File: src/rtl/core/mgcd_pkg.sv
`default_nettype none
// ----------------------------------------------------------------------------
// mgcd_pkg
// Shared widths and types of the multi-operand GCD block.
// ----------------------------------------------------------------------------
package mgcd_pkg;

  // Operand width and the width of the common power-of-two count
  localparam int unsigned DATA_WIDTH = 32;
  localparam int unsigned SHIFT_W    = $clog2(DATA_WIDTH);

  // Request to the GCD unit: start strobe and the two magnitudes
  typedef struct packed {
    logic                  start;
    logic [DATA_WIDTH-1:0] a;
    logic [DATA_WIDTH-1:0] b;
  } req_t;

  // Response of the GCD unit: one-cycle done strobe and the divisor
  typedef struct packed {
    logic                  done;
    logic [DATA_WIDTH-1:0] result;
  } rsp_t;

endpackage
`default_nettype wire

File: src/rtl/core/mgcd_in_if.sv
`default_nettype none
// ----------------------------------------------------------------------------
// mgcd_in_if
// Operand channel: one signed value per beat, last closes the set.
// ----------------------------------------------------------------------------
interface mgcd_in_if;
  logic                                 valid;
  logic                                 ready;
  logic signed [mgcd_pkg::DATA_WIDTH-1:0] value;
  logic                                 last;

  modport source (output valid, output value, output last, input ready);
  modport sink   (input valid, input value, input last, output ready);
endinterface
`default_nettype wire

File: src/rtl/core/mgcd_out_if.sv
`default_nettype none
// ----------------------------------------------------------------------------
// mgcd_out_if
// Result channel: one unsigned divisor per closed set.
// ----------------------------------------------------------------------------
interface mgcd_out_if;
  logic                           valid;
  logic                           ready;
  logic [mgcd_pkg::DATA_WIDTH-1:0] divisor;

  modport source (output valid, output divisor, input ready);
  modport sink   (input valid, input divisor, output ready);
endinterface
`default_nettype wire

File: src/rtl/core/mgcd_unit.sv
`default_nettype none
// ----------------------------------------------------------------------------
// mgcd_unit
// Iterative binary GCD of two unsigned magnitudes. One shift or one
// compare-and-subtract per cycle; the common power of two is restored at
// the end with a single shift.
// ----------------------------------------------------------------------------
module mgcd_unit (
  input  wire              clk_i,
  input  wire              rst_ni,
  input  mgcd_pkg::req_t   req_i,
  output mgcd_pkg::rsp_t   rsp_o
);

  typedef enum logic [2:0] {
    U_IDLE,
    U_CHECK,
    U_TWOS,
    U_REDUCE,
    U_SCALE
  } ust_e;

  ust_e                            st_q, st_d;
  logic [mgcd_pkg::DATA_WIDTH-1:0] a_q, a_d;
  logic [mgcd_pkg::DATA_WIDTH-1:0] b_q, b_d;
  logic [mgcd_pkg::SHIFT_W-1:0]    k_q, k_d;
  logic [mgcd_pkg::DATA_WIDTH-1:0] res_q, res_d;
  logic                            done_q, done_d;

  logic                            a_gt_b;
  logic [mgcd_pkg::DATA_WIDTH-1:0] big, sml, diff;

  // Shared compare and subtract: larger minus smaller
  assign a_gt_b = (a_q > b_q);
  assign big    = a_gt_b ? a_q : b_q;
  assign sml    = a_gt_b ? b_q : a_q;
  assign diff   = big - sml;

  // Sequence the reduction steps
  always_comb begin
    st_d   = st_q;
    a_d    = a_q;
    b_d    = b_q;
    k_d    = k_q;
    res_d  = res_q;
    done_d = 1'b0;
    unique case (st_q)
      U_IDLE: begin
        if (req_i.start) begin
          a_d  = req_i.a;
          b_d  = req_i.b;
          k_d  = '0;
          st_d = U_CHECK;
        end
      end
      U_CHECK: begin
        priority if (a_q == '0) begin
          res_d  = b_q;
          done_d = 1'b1;
          st_d   = U_IDLE;
        end else if (b_q == '0) begin
          res_d  = a_q;
          done_d = 1'b1;
          st_d   = U_IDLE;
        end else begin
          st_d = U_TWOS;
        end
      end
      U_TWOS: begin
        // strip the common factors of two, counting them
        if (!a_q[0] && !b_q[0]) begin
          a_d = a_q >> 1;
          b_d = b_q >> 1;
          k_d = k_q + mgcd_pkg::SHIFT_W'(1);
        end else begin
          st_d = U_REDUCE;
        end
      end
      U_REDUCE: begin
        priority if (a_q == b_q) begin
          st_d = U_SCALE;
        end else if (!a_q[0]) begin
          a_d = a_q >> 1;
        end else if (!b_q[0]) begin
          b_d = b_q >> 1;
        end else if (a_gt_b) begin
          a_d = diff;
        end else begin
          b_d = diff;
        end
      end
      U_SCALE: begin
        res_d  = a_q << k_q;
        done_d = 1'b1;
        st_d   = U_IDLE;
      end
      default: begin
        st_d = U_IDLE;
      end
    endcase
  end

  // Hold state and registered outputs
  always_ff @(posedge clk_i or negedge rst_ni) begin
    if (!rst_ni) begin
      st_q   <= U_IDLE;
      done_q <= 1'b0;
    end else begin
      st_q   <= st_d;
      done_q <= done_d;
    end
  end

  // Advance the operand, count and result registers
  always_ff @(posedge clk_i) begin
    a_q   <= a_d;
    b_q   <= b_d;
    k_q   <= k_d;
    res_q <= res_d;
  end

  assign rsp_o.done   = done_q;
  assign rsp_o.result = res_q;

  // Both operands stay nonzero once reduction starts
  a_reduce_nonzero: assert property (@(posedge clk_i) disable iff (!rst_ni)
    (st_q == U_REDUCE) |-> (a_q != '0 && b_q != '0))
    else $error("mgcd_unit: zero operand during reduction");

  // Odd-odd subtraction always leaves an even nonzero difference
  a_diff_even: assert property (@(posedge clk_i) disable iff (!rst_ni)
    (st_q == U_REDUCE && a_q != b_q && a_q[0] && b_q[0]) |-> (!diff[0] && diff != '0))
    else $error("mgcd_unit: odd or zero difference");

  // A start is only taken while idle
  a_start_idle: assert property (@(posedge clk_i) disable iff (!rst_ni)
    req_i.start |-> (st_q == U_IDLE))
    else $error("mgcd_unit: start while busy");

endmodule
`default_nettype wire

File: src/rtl/core/multi_operand_gcd.sv
`default_nettype none
// ----------------------------------------------------------------------------
// multi_operand_gcd
// Greatest common divisor of a list of signed operands. Each magnitude is
// folded into a running divisor; the operand marked last emits the divisor.
// ----------------------------------------------------------------------------
//  channel  dir  payload               beat rule
//  in_i     in   value[31:0] s, last   valid & ready
//  out_o    out  divisor[31:0] u       valid & ready, one beat per set
//
//  Folding: the first operand of a set, and every operand after the running
//  divisor has reached 1, finishes at once. Other operands run the binary
//  GCD unit, which ends early when either operand is zero and otherwise
//  halves or subtracts until the operands match, in the single
//  shift/subtract loop; input is not ready while the unit runs.
//  Reset: asynchronous, active low; no clearing pass.
//  Stalls: a held result blocks input only when the next closing operand
//  finishes before the result is taken.
// ----------------------------------------------------------------------------
module multi_operand_gcd (
  input  wire               clk_i,
  input  wire               rst_ni,
  mgcd_in_if.sink           in_i,
  mgcd_out_if.source        out_o
);

  typedef enum logic [1:0] {
    S_IDLE,
    S_RUN,
    S_EMIT
  } st_e;

  st_e                             st_q, st_d;
  logic [mgcd_pkg::DATA_WIDTH-1:0] rd_q, rd_d;
  logic                            set_start_q, set_start_d;
  logic                            last_q, last_d;
  logic                            out_valid_q, out_valid_d;
  logic [mgcd_pkg::DATA_WIDTH-1:0] out_div_q, out_div_d;

  mgcd_pkg::req_t                  req;
  mgcd_pkg::rsp_t                  rsp;

  logic                            acc;
  logic                            slot_free;
  logic [mgcd_pkg::DATA_WIDTH-1:0] mag;
  logic                            fin_en;
  logic                            fin_last;
  logic [mgcd_pkg::DATA_WIDTH-1:0] fin_val;

  // Magnitude held unsigned, so the most negative value does not overflow
  assign mag = in_i.value[mgcd_pkg::DATA_WIDTH-1]
             ? (~in_i.value + mgcd_pkg::DATA_WIDTH'(1))
             : in_i.value;

  assign in_i.ready = (st_q == S_IDLE);
  assign acc        = in_i.valid && in_i.ready;
  assign slot_free  = !out_valid_q || out_o.ready;

  // Operands that need no reduction finish at once; others when the unit is done
  assign fin_en   = (acc && (set_start_q || rd_q == mgcd_pkg::DATA_WIDTH'(1)))
                  || (st_q == S_RUN && rsp.done);
  assign fin_val  = (st_q == S_RUN) ? rsp.result : (set_start_q ? mag : rd_q);
  assign fin_last = (st_q == S_RUN) ? last_q : in_i.last;

  // Fold operands and route results to the output register
  always_comb begin
    st_d        = st_q;
    rd_d        = rd_q;
    set_start_d = set_start_q;
    last_d      = last_q;
    out_valid_d = out_valid_q && !out_o.ready;
    out_div_d   = out_div_q;
    req.start   = 1'b0;
    req.a       = mag;
    req.b       = rd_q;

    unique case (st_q)
      S_IDLE: begin
        if (acc && !fin_en) begin
          req.start = 1'b1;
          last_d    = in_i.last;
          st_d      = S_RUN;
        end
      end
      S_RUN: begin
        // wait for the unit
      end
      S_EMIT: begin
        if (slot_free) begin
          out_valid_d = 1'b1;
          out_div_d   = rd_q;
          rd_d        = '0;
          set_start_d = 1'b1;
          st_d        = S_IDLE;
        end
      end
      default: begin
        st_d = S_IDLE;
      end
    endcase

    if (fin_en) begin
      if (!fin_last) begin
        rd_d        = fin_val;
        set_start_d = 1'b0;
        st_d        = S_IDLE;
      end else if (slot_free) begin
        out_valid_d = 1'b1;
        out_div_d   = fin_val;
        rd_d        = '0;
        set_start_d = 1'b1;
        st_d        = S_IDLE;
      end else begin
        rd_d = fin_val;
        st_d = S_EMIT;
      end
    end
  end

  // Hold state and the output register
  always_ff @(posedge clk_i or negedge rst_ni) begin
    if (!rst_ni) begin
      st_q        <= S_IDLE;
      rd_q        <= '0;
      set_start_q <= 1'b1;
      out_valid_q <= 1'b0;
    end else begin
      st_q        <= st_d;
      rd_q        <= rd_d;
      set_start_q <= set_start_d;
      out_valid_q <= out_valid_d;
    end
  end

  // Advance the last flag and the output divisor
  always_ff @(posedge clk_i) begin
    last_q    <= last_d;
    out_div_q <= out_div_d;
  end

  mgcd_unit u_unit (
    .clk_i  (clk_i),
    .rst_ni (rst_ni),
    .req_i  (req),
    .rsp_o  (rsp)
  );

  assign out_o.valid   = out_valid_q;
  assign out_o.divisor = out_div_q;

  // The unit is never started for a trivial fold
  a_start_needed: assert property (@(posedge clk_i) disable iff (!rst_ni)
    req.start |-> (!set_start_q && rd_q != mgcd_pkg::DATA_WIDTH'(1)))
    else $error("multi_operand_gcd: unit started without need");

  // Unit results arrive only while waiting for them
  a_done_in_run: assert property (@(posedge clk_i) disable iff (!rst_ni)
    rsp.done |-> (st_q == S_RUN))
    else $error("multi_operand_gcd: stray unit result");

  // A pending result is loaded as soon as the output slot frees up
  a_emit_load: assert property (@(posedge clk_i) disable iff (!rst_ni)
    (st_q == S_EMIT && slot_free) |=> (out_valid_q && set_start_q))
    else $error("multi_operand_gcd: pending result not emitted");

  // A running divisor of 1 stays 1 until the set closes
  a_one_sticks: assert property (@(posedge clk_i) disable iff (!rst_ni)
    (st_q == S_IDLE && !set_start_q && rd_q == mgcd_pkg::DATA_WIDTH'(1) && acc && !in_i.last)
    |=> (rd_q == mgcd_pkg::DATA_WIDTH'(1)))
    else $error("multi_operand_gcd: divisor left 1");

endmodule
`default_nettype wire

File: src/flat_wrapper.sv
// flat-port wrapper written by rule: the top's interface ports become plain ports
module multi_operand_gcd_flat 
  (clk_i, rst_ni, in_i_valid, in_i_value, in_i_last, in_i_ready, out_o_valid, out_o_divisor, out_o_ready);
  mgcd_in_if in_i_i ();
  mgcd_out_if out_o_i ();
  input  wire clk_i;
  input  wire rst_ni;
  input wire logic [$bits(in_i_i.valid)-1:0] in_i_valid;
  input wire logic [$bits(in_i_i.value)-1:0] in_i_value;
  input wire logic [$bits(in_i_i.last)-1:0] in_i_last;
  output wire logic [$bits(in_i_i.ready)-1:0] in_i_ready;
  output wire logic [$bits(out_o_i.valid)-1:0] out_o_valid;
  output wire logic [$bits(out_o_i.divisor)-1:0] out_o_divisor;
  input wire logic [$bits(out_o_i.ready)-1:0] out_o_ready;
  assign in_i_i.valid = in_i_valid;
  assign in_i_i.value = in_i_value;
  assign in_i_i.last = in_i_last;
  assign in_i_ready = in_i_i.ready;
  assign out_o_valid = out_o_i.valid;
  assign out_o_divisor = out_o_i.divisor;
  assign out_o_i.ready = out_o_ready;
  multi_operand_gcd u_core (.clk_i(clk_i), .rst_ni(rst_ni), .in_i(in_i_i), .out_o(out_o_i));
endmodule
File: config.mk
export PLATFORM = sky130hd
export DESIGN_NAME = multi_operand_gcd_flat
export DESIGN_NICKNAME = d
export VERILOG_FILES = /design/src/rtl/core/mgcd_pkg.sv /design/src/rtl/core/mgcd_in_if.sv /design/src/rtl/core/mgcd_out_if.sv /design/src/rtl/core/mgcd_unit.sv /design/src/rtl/core/multi_operand_gcd.sv /design/src/flat_wrapper.sv
export SDC_FILE = /design/constraint.sdc
export NUM_CORES = 1
export LEC_CHECK = 0
export BUFFER_PORTS_ARGS = -buffer_cell sky130_fd_sc_hd__buf_2
export CELL_PAD_IN_SITES_DETAIL_PLACEMENT = 1
export CELL_PAD_IN_SITES_GLOBAL_PLACEMENT = 1
export CORE_AREA = 2 2 256 157
export DETAILED_ROUTE_END_ITERATION = 7
export DIE_AREA = 0 0 258 159
export PLACE_DENSITY_LB_ADDON = 0.1
export SYNTH_ARGS = -nofsm -noshare
export SYNTH_HDL_FRONTEND = slang
export SYNTH_SLANG_ARGS = --single-unit
File: constraint.sdc
create_clock -name clk_i -period 12.88 [get_ports clk_i]
set_clock_uncertainty 0.05 [all_clocks]
set_input_delay 2.576 -clock clk_i [delete_from_list [all_inputs] [get_ports clk_i]]
set_output_delay 2.576 -clock clk_i [all_outputs]
set_load 0.02 [all_outputs]
Word level (Yosys, flattened, before mapping)
Cells that the tools add are included.
{"block": "op_classes", "div_mod_pow": 0, "reduce_logical": 33, "eq_ne": 21, "multipliers": 0, "n_bitwise": 1, "add_sub_neg": 3, "magnitude_cmp": 1, "mux": 63, "n_shift": 1}
{"cell": "$mux 32", "count": 29}
{"cell": "$pmux 32 s3", "count": 2}
{"cell": "$logic_not 32->1", "count": 2}
{"cell": "$pmux 32 s2", "count": 1}
{"cell": "$add 32x2->32 const B", "count": 1}
{"cell": "$eq 32x1->1 const B", "count": 1}
{"cell": "$eq 32x32->1", "count": 1}
{"cell": "$gt 32x32->1", "count": 1}
{"cell": "$not 32->32", "count": 1}
{"cell": "$shl 32x5->32", "count": 1}
{"cell": "$sub 32x32->32", "count": 1}
{"cell": "$mux 1", "count": 15}
{"cell": "$ne 3x3->1 const B", "count": 5}
{"cell": "$mux 2", "count": 7}
{"cell": "$pmux 3 s4", "count": 1}
{"cell": "$reduce_and 6->1", "count": 2}
{"cell": "$mux 5", "count": 2}
{"cell": "$ne 2x2->1 const B", "count": 5}
{"cell": "$pmux 5 s2", "count": 1}
{"cell": "$mux 3", "count": 3}
{"cell": "$reduce_and 3->1", "count": 3}
{"cell": "$reduce_bool 2->1", "count": 4}
{"cell": "$eq 3x2->1 const B", "count": 2}
{"cell": "$logic_and 1x1->1", "count": 6}
{"cell": "other kinds (17)", "count": 26}
{"block": "word_totals", "ram_bits": 0, "n_memories": 0, "output_inout_bits": 34, "rom_bits": 0, "latch_bits": 0, "wordCells": 137, "inputBits": 37, "ff_bits": 174}

Depth between registers and ports, before layout
Gate-level depths: netlist of the first run.
{"block": "depth", "ltp_word": 10, "ltp_mapped": 26, "depth_no_buf": 23}

Cells and area by module
From an unflattened synthesis of the first run, not the netlist that was laid out.
{"block": "hier_totals", "hier_cells": 1653, "hier_area_um2": 14341.3}
{"module": "mgcd_unit", "cells_per_inst": 1094, "n_inst": 1, "seq_area_each_um2": 3133.0, "area_per_inst_um2": 9716.8}
{"module": "multi_operand_gcd", "cells_per_inst": 559, "n_inst": 1, "seq_area_each_um2": 1572.8, "area_per_inst_um2": 4624.4}

Least setup slack after synthesis of the first run
No wires, ideal clock.
{"block": "synth_timing", "path_kind": "reg2reg", "from": "reg u_core.u_unit.a_q[10] in the netlist's numbering", "to": "reg u_core.u_unit.b_q[30] in the netlist's numbering, data pin", "setup_slack_ns": 7.394, "arrival_ns": 5.171, "required_ns": 12.565, "setup_ns": 0.265, "synth_period_minus_slack_ns": 5.486, "n_path_buf": 4, "stages_incl_launch_ff": 26, "cell_sequence": "edfxtp_1 -> ha_1 -> buf_2 -> nand4_2 -> or4_1 -> a21oi_2 -> o311ai_2 -> nand2_1 -> buf_2 -> clkbuf_1 -> clkbuf_1 -> nor2_1 -> a21oi_1 -> ha_1 -> o21ai_0 -> nand2_1 -> a21oi_1 -> nor2_1 -> mux2i_1 -> a211o_1 -> a211oi_2 -> nor4b_2 -> o211ai_2 -> a41oi_2 -> and4_1 -> or3_1"}
{"block": "synth_via", "elab_chain_len": 8, "elab_cells_between_ends": 9, "classes_between": "add/sub (1); order compare (1); mux (7)"}
{"item": "start: declaration", "line": "mgcd_unit.sv:24", "rtl": "logic [mgcd_pkg::DATA_WIDTH-1:0] a_q, a_d;"}
{"item": "start signal: assignment", "line": "mgcd_unit.sv:116", "rtl": "a_q <= a_d;"}
{"item": "$gt 32x32->1", "line": "mgcd_unit.sv:34", "rtl": "assign a_gt_b = (a_q > b_q);"}
{"item": "$mux 32 (on tied branches)", "line": "mgcd_unit.sv:35, mgcd_unit.sv:36"}
{"item": "$sub 32x32->32 (*)", "line": "mgcd_unit.sv:37", "rtl": "assign diff = big - sml;"}
{"item": "$mux 32 (*)", "line": "mgcd_unit.sv:86", "rtl": "end else if (a_gt_b) begin"}
{"item": "$mux 32 (*)", "line": "mgcd_unit.sv:84", "rtl": "end else if (!b_q[0]) begin"}
{"item": "$mux 32 (*)", "line": "mgcd_unit.sv:82", "rtl": "end else if (!a_q[0]) begin"}
{"item": "$mux 32 (*)", "line": "mgcd_unit.sv:80", "rtl": "priority if (a_q == b_q) begin"}
{"item": "$pmux 32 s3 (*)", "line": "mgcd_unit.sv:47", "rtl": "unique case (st_q)"}
{"item": "via u_core.u_unit.b_d, one bit", "line": "mgcd_unit.sv:25", "rtl": "logic [mgcd_pkg::DATA_WIDTH-1:0] b_q, b_d;"}
{"item": "end signal: assignment", "line": "mgcd_unit.sv:117", "rtl": "b_q <= b_d;"}
{"item": "end: declaration", "line": "mgcd_unit.sv:25"}
Mark *: on every way through the listed nets, which the timed path passes. The rest lies on a longest branch. The select of a mux whose other input is x is not followed.
A chain may end at the register's enable or synchronous reset.

Worst setup path after layout of the first run
{"block": "layout_timing", "from": "reg u_core.u_unit.a_q[15] in the netlist's numbering", "to": "reg u_core.u_unit.b_q[30] in the netlist's numbering, data pin"}
The elaborated chain is that of the path after synthesis.

==> results of run 1 <==
## flip-flops by register name (all words and copies together), names as in the netlist, named ones only
| signal | count |
|---|---|
| u_core.last_q | 1 |
| u_core.out_o.divisor | 32 |
| u_core.out_o.valid | 1 |
| u_core.rd_q | 32 |
| u_core.st_q | 2 |
| u_core.u_unit.a_q | 32 |
| u_core.u_unit.b_q | 32 |
| u_core.u_unit.done_q | 1 |
| u_core.u_unit.k_q | 5 |
| u_core.u_unit.res_q | 32 |
| u_core.u_unit.st_q | 3 |
## power groups by stage
stage | registers (mW) | logic, mW | clock network (mW)
CTS | 0.597 | 0.0448 | 0.584
global placement | 0.609 | 0.0432 | 0
floorplan | 0.605 | 0.0225 | 0
finish | 0.597 | 0.0447 | 0.574
detailed placement | 0.609 | 0.0444 | 0
global route | 0.598 | 0.0496 | 0.604
## final cells by class
cell class	count	area [sq um]	share of cell area
antenna	1	2.50	0.000169
tap	522	653	0.0442
multi-input combinational	1239	7990	0.540
timing repair buffer	104	606	0.0409
inverter	53	199	0.0134
clock inverter	9	80.1	0.00541
clock buffer	23	554	0.0375
sequential	174	4710	0.318
## path summary, 6_finish.rpt
kind	endpoint	cells after the start	slack [ps]
worst max-delay path	u_core.u_unit.b_q[30]	23	6110
worst min-delay path	u_core.out_o.divisor[24]	2	440
worst max register to register	u_core.u_unit.b_q[30]	23	6110
worst min register to register	u_core.out_o.divisor[24]	2	440
max in group asynchronous	u_core.rd_q[22]	2	10170
min in group asynchronous	u_core.u_unit.st_q[0]	2	2150
## layer usage
metal  vias to the layer above  share of wire  GRT usage
met5                         -              0          0
met4                         0         0.0092     0.0402
met3                        40          0.093     0.0743
met2                       541           0.41      0.390
met1                      6776           0.49      0.444
li1                       5925              -          -
## worst min-delay path: cells and delay by family (launching register included)
family	cells	cell delay, ps
flops	1	310
simple gates	1	90
compound gates	1	40
## synthesized netlist by cell type (29+ instances only)
| master | instances | share of area |
|---|---|---|
| dfxtp_1 | 32 | 0.048 |
| a21oi_1 | 173 | 0.065 |
| nand2_1 | 162 | 0.046 |
| a31o_2 | 29 | 0.019 |
| clkbuf_1 | 111 | 0.031 |
| a211oi_1 | 47 | 0.026 |
| ha_1 | 37 | 0.035 |
| dfrtp_1 | 39 | 0.073 |
| edfxtp_1 | 102 | 0.23 |
| inv_1 | 53 | 0.015 |
| mux2i_1 | 36 | 0.027 |
| nor2_1 | 218 | 0.061 |
| xor2_1 | 43 | 0.028 |
| o21ai_0 | 82 | 0.031 |
## metrics by stage
stage / total power, mW / std cells
after global placement: 0.652 / 2092
after global routing: 1.25 / 2124
after detailed placement: 0.654 / 2092
after CTS: 1.23 / 2124
final: 1.22 / 2125
after floorplan: 0.628 / 1597
## logic make-up (layout without fill, tap and decap cells)
logic type | after synthesis | in the layout | synth area share
AND/OR/NAND/NOR | 556 | 556 | 0.191
AO/OA/AOI/OAI | 517 | 517 | 0.256
buffers and inverters | 184 | 189 | 0.0545
flip-flops | 174 | 174 | 0.353
multiplexers | 67 | 67 | 0.0703
XOR/XNOR | 62 | 62 | 0.0407
adder cells (fa/ha/maj) | 37 | 37 | 0.0347
other | 0 | 1 | 0
==> flow_summary.yaml, run 1 <==
clocking:
  cts_max_path_buffers: 2
  cts_resized: 0
  cts_sinks: 174
  post_cts_buffers: 0
  clk_pin_slew_ps: 80
  hold_buffers: 0
  cts-root-buf: "clkbuf_16"
  cts_tree: "yes"
  clk-insertion-delay-late_ps: 470
  cts_made_buffers: 17
  htreeDepth: 4
detailed_routing:
  ant_nets: 0
  wl_mm: 58.9
  drt-wirelength-per-cell_um: 27.7
  vias: 13282
  drc: 0
  drt_first_pass_iters: 5
  via_per_inst: 6.25
  drtIter0Drc: 1542
synthesis:
  synthArstFlopShare: 0.230
  synth_ff_type: "edfxtp_1"
  yosysWarnings: 0
  synth_sequential_area_ratio: 0.353
  synthesis.nets: 1671
  synth_area_per_cell_sq_um: 8.35
  synth_edf_count: 102
  synth-seq-cells: 174
  syn_area_sq_mm: 0.0133
  netlist_instances: 1597
  ys_types: 79
sta:
  hold_violations: 0
  slew_violations: 0
  setup_viol_count_final: 0
  worst_slew_pin_slew_ps: 1230
  max_slew_margin: 0.182
  layout_setup_ws_ps: 6110
  setup-tns-final_ps: 0
  grt_setup_unrepaired: "no"
  max_freq_mhz: 148
  whs_ps: 438
  finalCritPeriodShare: 0.526
  layout_min_cycle_time_ps: 6770
worst_setup_path:
  cp-startpoint: "u_core.u_unit.a_q[15]"
  slowest_stage: "ha_1"
  endpoint_kind: "register"
  cpMostUsedCell: "nand2_1"
  cp_max_fo: 21
  path_class: "register to register"
  crit_path_max_incr_delay_ps: 630
  worstPathArrival_ps: 6930
  path_cells: "ha_1, nand4_4, or4_1, a21oi_2, o311ai_4, nand2_1, buf_4, nand2_1, nor2_1, a21oi_1, ha_1, o21ai_0, nand2_1, a21oi_1, nor2_1, mux2i_1, a211o_1, a211oi_2, nor4b_2, o211ai_2, a41oi_2, nor4_1, or3_1"
  crit_required_ps: 13040
  rr_startpoint: "u_core.u_unit.a_q[15]"
  cp_num_buf_inv: 1
  crit_family: "simple AND/OR/NAND/NOR gates"
  worstSetupStartpointType: "register"
die:
  die-area_sq_mm: 0.0410
  die_y_um: 159
  start_util: 0.346
  rows: 56
  coreArea_sq_mm: 0.0386
  io_pins: 71
  die_w_um: 258
placement:
  dpl.hpwl_mm: 44.7
  io_buffers: 70
  dpl_cell_area_sq_mm: 0.0142
  gp_congestion: 0.966
  pre_cts_ws_ps: 6260
min_path:
  min-delay-path-class: "register to register"
  min_from: "u_core.out_o.divisor[24]"
grt:
  grt_max_degree: 68
  overflow: 0
  grt_pass1_wl_mm: 86.8
  antenna_found_initial: 0
  first_global_vias: 12619
  track_usage: 0.283
finish:
  area_growth_syn_to_layout_pct: 10.9
  layout_common_cells: "215 x nor2_1, 170 x a21oi_1, 162 x nand2_1, 102 x edfxtp_1, 81 x o21ai_0"
  nFillCells: 4549
  final_core_util: 0.383
  final_common_cell: "nor2_1"
  drive_above_1_share: 0.140
  final_area_sq_mm: 0.0148
  nNetsFinal: 1663
pwr:
  seqPwrFrac: 0.491
  p_leak_nw: 5.70
  pwr-share-comb: 0.037
  ir_drop_mv: 0.0859
  intPower_uw: 913
  power_density_mw_per_mm2: 82.2
  clkPwrFrac: 0.472
  p_switching_uw: 302
  switching_share: 0.249
run:
  drv_cap: 0
outcome:
  status: "complete, no violations"
No activity file was read; power rests on OpenSTA's default activity.
==> run 2, diff against run 1 <==
==> constraint.sdc (replaced) <==
create_clock -name clk_i -period 6.6 [get_ports clk_i]
set_clock_uncertainty 0.05 [all_clocks]
set_input_delay 1.32 -clock clk_i [delete_from_list [all_inputs] [get_ports clk_i]]
set_output_delay 1.32 -clock clk_i [all_outputs]
set_load 0.02 [all_outputs]
==> flow_summary.yaml, run 2 (synthesis results as in run 1) <==
clocking:
  clk-insertion-delay-late_ps: 460
  hold_buffers: 0
  cts_max_path_buffers: 2
  cts_made_buffers: 17
  cts_sinks: 174
  cts-root-buf: "clkbuf_16"
  post_cts_buffers: 0
  cts_tree: "yes"
  clk_pin_slew_ps: 80
  cts_resized: 0
  htreeDepth: 4
worst_setup_path:
  worstRegToRegCells: 22
  rr_endpoint: "u_core.u_unit.b_q[30]"
  regToRegSetupSlack_ps: 670
  crit_path_max_incr_delay_ps: 570
  rr_startpoint: "u_core.u_unit.a_q[29]"
  slowest_stage: "edfxtp_1"
  worstPathArrival_ps: 6090
  path_class: "register to register"
  cp_max_fo: 9
  endpoint_kind: "register"
  crit_required_ps: 6760
  worstSetupStartpointType: "register"
  path_cells: "ha_1, nand4_1, nor4_2, nand3_1, o21ai_1, nand2_1, nand2_1, nor2_1, a21oi_1, ha_1, o21ai_0, nand2_1, a21oi_1, nor2_1, mux2i_1, a211o_1, a211oi_2, nor4b_2, o211ai_2, a41oi_2, and4_1, or3_1"
  cpMostUsedCell: "nand2_1"
  cp-startpoint: "u_core.u_unit.a_q[29]"
sta:
  layout_min_cycle_time_ps: 5930
  max_slew_margin: 0.230
  max_freq_mhz: 169
  grt_setup_unrepaired: "no"
  setup-tns-final_ps: 0
  slew_violations: 0
  finalCritPeriodShare: 0.898
  hold_violations: 0
  worst_slew_pin_slew_ps: 1150
  setup_viol_count_final: 0
  layout_setup_ws_ps: 671
die:
  io_pins: 71
  die_w_um: 258
  rows: 56
  die_y_um: 159
  coreArea_sq_mm: 0.0386
  start_util: 0.346
  die-area_sq_mm: 0.0410
detailed_routing:
  vias: 13228
  ant_nets: 0
  via_per_inst: 6.20
  drtIter0Drc: 1495
  wl_mm: 58.8
  drc: 0
  drt-wirelength-per-cell_um: 27.5
  drt_first_pass_iters: 5
min_path:
  whs_path_depth: 2
  min-delay-path-class: "register to register"
  whs_endpoint: "u_core.out_o.divisor[21]"
  min_from: "u_core.out_o.divisor[21]"
pwr:
  switching_share: 0.250
  p_leak_nw: 5.73
  p_total_mw: 2.34
  seqPwrFrac: 0.497
  pwr-share-comb: 0.037
  p_switching_uw: 585
  clkPwrFrac: 0.465
  intPower_mw: 1.76
  ir_drop_mv: 0.138
  power_density_mw_per_mm2: 158
grt:
  grt_max_degree: 68
  overflow: 0
  grt_pass1_wl_mm: 88.2
  first_global_vias: 12811
  track_usage: 0.286
  antenna_found_initial: 0
placement:
  gp_congestion: 0.951
  io_buffers: 70
  pre_cts_ws_ps: 859
  dpl.hpwl_mm: 44.3
finish:
  final_common_cell: "nor2_1"
  layout_common_cells: "215 x nor2_1, 170 x a21oi_1, 162 x nand2_1, 102 x edfxtp_1, 81 x o21ai_0"
  nNetsFinal: 1674
  antenna_cells: 0
  drive_above_1_share: 0.146
  area_growth_syn_to_layout_pct: 11.3
  final_core_util: 0.385
run:
  drv_cap: 0
outcome:
  status: "complete, no violations"
## run 2: changes by cell type in the layout (fill, tap and decap cells not counted), moves of 2 or more
cell and change:
buf_4 +11, clkinvlp_4 +2, inv_6 -2, inv_8 +2
## run 2: worst max-delay path, delay by kind of cell, from the launching register on
kind	cells	cell delay, ps
fa+ha+maj	2	770
simple gates	11	2330
mux	1	130
flops	1	570
compound gates	8	1820
## run 2: final cells by class
class | instances | area [sq um]
Fill cell | 4567 | 23800
Multi-Input combinational cell | 1239 | 7990
Sequential cell | 174 | 4710
Timing Repair Buffer | 115 | 688
Tap cell | 522 | 653
Clock buffer | 22 | 529
Inverter | 53 | 199
Clock inverter | 10 | 86.3
## run 2: power by group through the flow
stage	logic [mW]	registers, mW	clock network, mW
after detailed placement	0.0875	1.19	0
after CTS	0.0885	1.17	1.10
after floorplan	0.0439	1.18	0
after global placement	0.0851	1.19	0
after global routing	0.0979	1.17	1.14
final	0.0877	1.17	1.09
## run 2: through the flow
step,instances,area [sq um],hold slack (ps)
6_report,2135,14800,438
5_1_grt,2135,14800,457
4_1_cts,2135,14800,440
3_5_place_dp,2103,14200,425
3_3_place_gp,2103,14200,426
2_1_floorplan,1597,13300,385
## run 2: worst max path at each step
stage / to / depth (start not counted)
2_1_floorplan: u_core.u_unit.b_q[30] / 25
3_3_place_gp: u_core.u_unit.b_q[30] / 22
3_5_place_dp: u_core.u_unit.b_q[30] / 22
4_1_cts: u_core.u_unit.b_q[30] / 22
5_1_grt: u_core.u_unit.b_q[30] / 22
6_report: u_core.u_unit.b_q[30] / 22
## run 2: layer usage
layer / up-vias / part of all wire / global-route usage
met5: - / 0 / 0
met1: 6766 / 0.49 / 0.445
li1: 5933 / - / -
met2: 484 / 0.41 / 0.394
met3: 45 / 0.082 / 0.0667
met4: 0 / 0.015 / 0.0617
